**config.mk**
```make
export PLATFORM = sky130hd
export DESIGN_NAME = positional_array_list
export DESIGN_NICKNAME = d
export VERILOG_FILES = /design/src/design/pal_pkg.sv /design/src/design/pal_cell.sv /design/src/design/positional_array_list.sv
export SDC_FILE = /design/constraint.sdc
export NUM_CORES = 1
export LEC_CHECK = 0
export BUFFER_PORTS_ARGS = -buffer_cell sky130_fd_sc_hd__buf_2
export CAP_MARGIN = 25
export CORE_ASPECT_RATIO = 1.5
export CORE_UTILIZATION = 35
export DETAILED_ROUTE_END_ITERATION = 7
export PLACE_DENSITY = 0.57
export SYNTH_ARGS = -nofsm -noshare
export SYNTH_HDL_FRONTEND = slang
export SYNTH_HIERARCHICAL = 1
export SYNTH_SLANG_ARGS = --single-unit
```
**constraint.sdc**
```tcl
create_clock -name clk -period 26.8 [get_ports clk]
set_input_delay 4.02 -clock clk [delete_from_list [all_inputs] [get_ports clk]]
set_output_delay 4.02 -clock clk [all_outputs]
set_load 0.01 [all_outputs]
```
**src/design/pal_pkg.sv**
```systemverilog
package pal_pkg;

  localparam int WORD_W = 32;
  localparam int POS_W  = 5;

  typedef enum logic [1:0] {
    FUNC_INSERT = 2'd0,
    FUNC_DELETE = 2'd1,
    FUNC_READ   = 2'd2
  } func_t;

  typedef enum logic [1:0] {
    ST_DONE    = 2'd0,
    ST_REFUSED = 2'd1,
    ST_BADPOS  = 2'd2
  } status_t;

  // broadcast to every cell in the accept cycle
  typedef struct packed {
    logic             ins_en;
    logic             del_en;
    logic [POS_W-1:0] pos;
  } cell_ctrl_t;

endpackage

```
**src/design/pal_cell.sv**
```systemverilog
module pal_cell #(
  parameter int IDX   = 0,
  parameter int IDX_W = 5
) (
  input  logic                      clk,
  input  pal_pkg::cell_ctrl_t       ctrl,
  input  logic [pal_pkg::WORD_W-1:0] word,
  input  logic [pal_pkg::WORD_W-1:0] left,
  input  logic [pal_pkg::WORD_W-1:0] right,
  output logic [pal_pkg::WORD_W-1:0] value,
  output logic [pal_pkg::WORD_W-1:0] tap
);

  logic [IDX_W-1:0] my_idx;
  logic [IDX_W-1:0] pos_ext;
  logic             at_pos;
  logic             above_pos;
  logic [pal_pkg::WORD_W-1:0] value_next;

  assign my_idx    = IDX_W'(IDX);
  assign pos_ext   = IDX_W'(ctrl.pos);
  assign at_pos    = (my_idx == pos_ext);
  assign above_pos = (my_idx > pos_ext);

  // entries past the length may take junk from a neighbor; they are never read
  always_comb begin
    value_next = value;
    if (ctrl.ins_en) begin
      if (at_pos) begin
        value_next = word;
      end else if (above_pos) begin
        value_next = left;
      end
    end else if (ctrl.del_en) begin
      if (at_pos || above_pos) begin
        value_next = right;
      end
    end
  end

  always_ff @(posedge clk) begin
    value <= value_next;
  end

  assign tap = at_pos ? value : '0;

endmodule

```
**src/design/positional_array_list.sv**
```systemverilog
// positional array list: an ordered list of up to MAX_ENTRIES signed words.
// command channel: func, position and item are taken at a rising edge where
// start is high and busy is low. func selects insert at position, delete at
// position (returns the removed word) or read at position.
// result channel: done is high for exactly one cycle, the cycle after the
// command was taken, with data, status, count, empty_res and full_res.
// latency is one cycle and a new command may be taken in every cycle: each
// cell of the row compares its own index with the position and shifts with
// its neighbor in the same edge, so the row updates in one cycle whatever
// the position; the read word comes from an and-or over the cell taps.
// refused commands (full list, bad position, unknown func) leave the list
// untouched and report it in status.
// reset (rst, synchronous) empties the list; busy is high while rst is high.
// entry contents are not cleared; a slot is read only after an insert.
// the receiver cannot stall: a result is shown once and then gone.
module positional_array_list #(
  parameter int MAX_ENTRIES = 16
) (
  input  logic        clk,
  input  logic        rst,
  input  logic        start,
  output logic        busy,
  input  logic [1:0]  func,
  input  logic [4:0]  position,
  input  logic signed [31:0] item,
  output logic        done,
  output logic signed [31:0] data,
  output logic [1:0]  status,
  output logic [4:0]  count,
  output logic        empty_res,
  output logic        full_res
);

  localparam int LEN_W = $clog2(MAX_ENTRIES + 1);
  localparam int CMP_W = (LEN_W > pal_pkg::POS_W) ? LEN_W : pal_pkg::POS_W;
  localparam int IDX_W = ($clog2(MAX_ENTRIES) > pal_pkg::POS_W) ?
                         $clog2(MAX_ENTRIES) : pal_pkg::POS_W;

  logic [LEN_W-1:0] length;
  logic [LEN_W-1:0] length_next;
  logic             accept;
  logic [CMP_W-1:0] pos_c;
  logic [CMP_W-1:0] len_c;
  logic             full_now;
  logic             ins_ok;
  logic             del_ok;
  logic             rd_ok;
  logic [1:0]       status_next;
  logic [pal_pkg::WORD_W-1:0] sel_word;
  pal_pkg::cell_ctrl_t ctrl;

  logic [pal_pkg::WORD_W-1:0] value [MAX_ENTRIES];
  logic [pal_pkg::WORD_W-1:0] tap   [MAX_ENTRIES];

  assign busy   = rst;
  assign accept = start && !busy;

  assign pos_c    = CMP_W'(position);
  assign len_c    = CMP_W'(length);
  assign full_now = (length == LEN_W'(MAX_ENTRIES));

  assign ins_ok = accept && (func == pal_pkg::FUNC_INSERT) && !full_now && (pos_c <= len_c);
  assign del_ok = accept && (func == pal_pkg::FUNC_DELETE) && (pos_c < len_c);
  assign rd_ok  = accept && (func == pal_pkg::FUNC_READ) && (pos_c < len_c);

  assign ctrl.ins_en = ins_ok;
  assign ctrl.del_en = del_ok;
  assign ctrl.pos    = position;

  genvar gi;
  generate
    for (gi = 0; gi < MAX_ENTRIES; gi++) begin : g_cell
      logic [pal_pkg::WORD_W-1:0] left_w;
      logic [pal_pkg::WORD_W-1:0] right_w;
      if (gi == 0) begin : g_first
        assign left_w = '0;
      end else begin : g_mid_l
        assign left_w = value[gi-1];
      end
      if (gi == MAX_ENTRIES - 1) begin : g_last
        assign right_w = value[gi];
      end else begin : g_mid_r
        assign right_w = value[gi+1];
      end
      pal_cell #(
        .IDX   (gi),
        .IDX_W (IDX_W)
      ) u_cell (
        .clk   (clk),
        .ctrl  (ctrl),
        .word  (item),
        .left  (left_w),
        .right (right_w),
        .value (value[gi]),
        .tap   (tap[gi])
      );
    end
  endgenerate

  // at most one tap is nonzero
  always_comb begin
    sel_word = '0;
    for (int i = 0; i < MAX_ENTRIES; i++) begin
      sel_word = sel_word | tap[i];
    end
  end

  always_comb begin
    length_next = length;
    if (ins_ok) begin
      length_next = length + LEN_W'(1);
    end else if (del_ok) begin
      length_next = length - LEN_W'(1);
    end
  end

  always_comb begin
    if (func == pal_pkg::FUNC_INSERT) begin
      status_next = ins_ok ? pal_pkg::ST_DONE : pal_pkg::ST_REFUSED;
    end else if (del_ok || rd_ok) begin
      status_next = pal_pkg::ST_DONE;
    end else begin
      status_next = pal_pkg::ST_BADPOS;
    end
  end

  always_ff @(posedge clk) begin
    if (rst) begin
      length <= '0;
      done   <= 1'b0;
    end else begin
      length <= length_next;
      done   <= accept;
    end
  end

  always_ff @(posedge clk) begin
    if (accept) begin
      data      <= (del_ok || rd_ok) ? sel_word : '0;
      status    <= status_next;
      count     <= 5'(length_next);
      empty_res <= (length_next == '0);
      full_res  <= (length_next == LEN_W'(MAX_ENTRIES));
    end
  end

endmodule

```
==> results.yml <==
route:
  drt_pass1_iterations: 8
  vias: 33493
  drt_wl_total_um: 146000
  ant_nets: 0
  via_per_inst: 6.58
  first_iter_violations: 4492
  wl_per_cell_um: 28.8
  drc_errors: 2
critical_path:
  cp_cell_sequence: "buf_6, ha_1, o211ai_2, a21oi_4, o21ai_4, and2_4, buf_4, buf_4, buf_4, o21ai_0, o22a_1"
  cp_slowest_cell: "buf_4"
  cp_top_family: "buffers and inverters"
  cp-start-kind: "input port"
  cp.arrival_ps: 9060
  r2r-start: "len_c[1]"
  end_kind: "flip-flop"
  cp_slowest_stage_delay_ps: 820
  crit_top_cell: "buf_4"
  path_class: "input port to flip-flop"
  crit_fanout: 95
  worst-path-buf-inv: 4
  required_ps: 27210
  crit_path_start: "position[2]"
die:
  core_region_area_mm2: 0.102
  ios: 85
  fp-row-count: 143
  start_util_pct: 35.5
  dieArea_mm2: 0.104
  die_w_um: 264
  fp.dieH_um: 395
hold_path:
  hold_start: "g_cell[8].u_cell/value[7]"
  holdCritPathClass: "flip-flop to flip-flop"
place:
  port_buffers: 84
  dpl_cell_area_mm2: 0.0367
  dpl.hpwl_um: 83900
  dp_slack_ps: 17630
  placedCellCount: 4989
  place.gp.congestion: 0.865
synthesis:
  synth_top_area_share_pct: 46.1
  synth_area_per_cell_um2: 9.26
  synth_most_common_cell: "edfxtp_1"
  synthFlopType: "edfxtp_1"
  yosysTopAreaCell: "edfxtp_1"
  ys_ff_latch: 559
  synth_area_leaders: "edfxtp_1 (46%), and3_1 (7.8%), a31oi_1 (7.3%), nor2_1 (4.6%), nand3_1 (4.2%)"
  synth_area_mm2: 0.0360
  syn_inst: 3892
  synth-async-reset-ratio_pct: 0
  synth_commonest_cells: "edfxtp_1 (553), and3_1 (451), nor2_1 (441)"
  yosysWarnings: 6
  synth_cell_types: 75
  synth_edf_count: 553
  yosysSeqAreaShare_pct: 46.4
cells_and_area:
  drive_above_1_share_pct: 9.72
  syn_to_final_growth_pct: 7.02
  num-nets-final: 3794
  instances_no_fill: 5091
  fillerInstances: 10249
  multi_input_comb_area_mm2: 0.0170
  finalCoreUtilization_pct: 37.9
  design_area_mm2: 0.0386
  seq_area_mm2: 0.0167
global_route:
  grt_pass1_vias: 32113
  grt_max_degree: 146
  grt_overflow_total: 0
  grt_first_pass_wirelength_um: 215000
  grt.total_usage_pct: 27.1
  antenna_found_initial: 5
clock_tree:
  cts_buffers: 57
  clockBufferDepth: 3
  cts.sinks: 559
  clock_latency_ps: 680
  cts-root-buf: "clkbuf_16"
  cts-hold-fix-buffers: 0
  postCtsSetupBuffers: 0
  cts.clk_slew.worst_paths_ps: 70
  ctsResizeCount: 0
  cts_tree: "built"
  ctsHtreeMaxLevel: 2
power:
  power.density_mw_per_mm2: 52.2
  swShare_pct: 27.2
  p_seq_share_pct: 48.0
  p_comb_share_pct: 10.1
  p_leak_uw: 0.0137
  internal-power_uw: 1470
  power.switching_uw: 547
  irDropWorstVdd_mv: 0.0523
  clkPwrFrac_pct: 41.9
timing:
  min_period_over_period_pct: 32.3
  max_freq_mhz: 116
  tns_ps: 0
  worst_pin_slew_ps: 1070
  slew_viol_final: 0
  hold_viol: 0
  setup_ws_ps: 18150
  fin_skew_ps: 35.8
  setup_viol: 0
  rsz0062_at_grt: "no"
  slew_headroom_pct: 28.5
  period_minus_slack_ps: 8650
outcome:
  status: "finished, violations left"
  failed_checks: "DRC"
job:
  max_cap_violations: 0
==> cells in the final DEF, fill, tap and decap left out, types with 6 or more instances in the layout <==
cell and instances:
and3_1 450, clkbuf_16 58, inv_1 11, nand2_1 100, a21oi_1 37, bufinv_16 7
o21ai_0 231, clkinv_2 9, nand3_1 300, nor2_4 8, nand4_1 32, a21boi_0 68
buf_4 92, o22a_1 95, nor4_1 131, ha_1 7, nand3_2 23, a211oi_4 7
clkinv_1 13, clkbuf_1 6, buf_2 81, nand3b_1 65, o21ai_1 282, dfxtp_1 6
nor2_1 437, a21boi_1 25, edfxtp_1 553, and2_1 96, a31oi_1 417, conb_1 32
==> layout make-up <==
class                           count  share of cell area, %
Tap cell                         1305                   4.23
Timing Repair Buffer              183                   3.29
Multi-Input combinational cell   2932                   44.2
Inverter                           12                  0.117
Clock buffer                       64                   3.82
Antenna cell                        1                0.00649
Sequential cell                   559                   43.4
Clock inverter                     35                  0.960
==> stage by stage <==
| step | total power (µW) | hold WS (ps) |
|---|---|---|
| floorplan | 1100 | 550 |
| global placement | 1180 | 573 |
| detailed placement | 1180 | 572 |
| CTS | 2020 | 587 |
| global route | 2060 | 606 |
| finish | 2010 | 590 |
==> power groups by stage <==
stage | clock (µW) | combinational [µW] | sequential, µW
global route | 879 | 212 | 966
floorplan | 0 | 114 | 985
global placement | 0 | 194 | 985
detailed placement | 0 | 197 | 985
CTS | 853 | 197 | 966
finish | 844 | 204 | 966
==> logic make-up after synthesis <==
group           Yosys count  synth area share (%)
simple gates           1706                  26.0
fa+ha+maj                 8                 0.271
flops                   559                  46.4
compound gates         1181                  19.9
other cells               1                0.0104
buf+inv                 432                  7.24
xor+xnor                  5                 0.163
==> sequential cells by signal, summed over array words and instances, names as in the netlist <==
name	count
full_res	1
g_cell.u_cell/value	512
count	5
status	2
done	1
data	32
len_c	5
empty_res	1
==> final timing paths <==
kind,slack [ps],cells past startpoint,to
hold reg to reg,590,1,g_cell[7].u_cell/value[7]
hold / removal,590,1,g_cell[7].u_cell/value[7]
setup / recovery,18150,11,g_cell[7].u_cell/value[24]
setup reg to reg,21640,11,g_cell[7].u_cell/value[24]
==> routing by layer <==
| metal | up-vias | GRT usage (%) | routed length [µm] |
|---|---|---|---|
| li1 | 14510 | - | - |
| met1 | 16292 | 33.6 | 54900 |
| met2 | 2168 | 43.3 | 67200 |
| met3 | 519 | 5.49 | 15000 |
| met4 | 4 | 16.5 | 9300 |
| met5 | - | 0 | 22 |
==> worst register-to-register path, stage by stage (launching register included) <==
cell	delay, ps
dfxtp_1	440
inv_1	120
ha_1	300
nand2b_1	130
a21oi_4	100
o21ai_4	270
and2_4	720
buf_4	850
buf_4	850
buf_4	710
o21ai_0	230
o22a_1	200
Note: power is estimated with default switching activity, not from simulation.
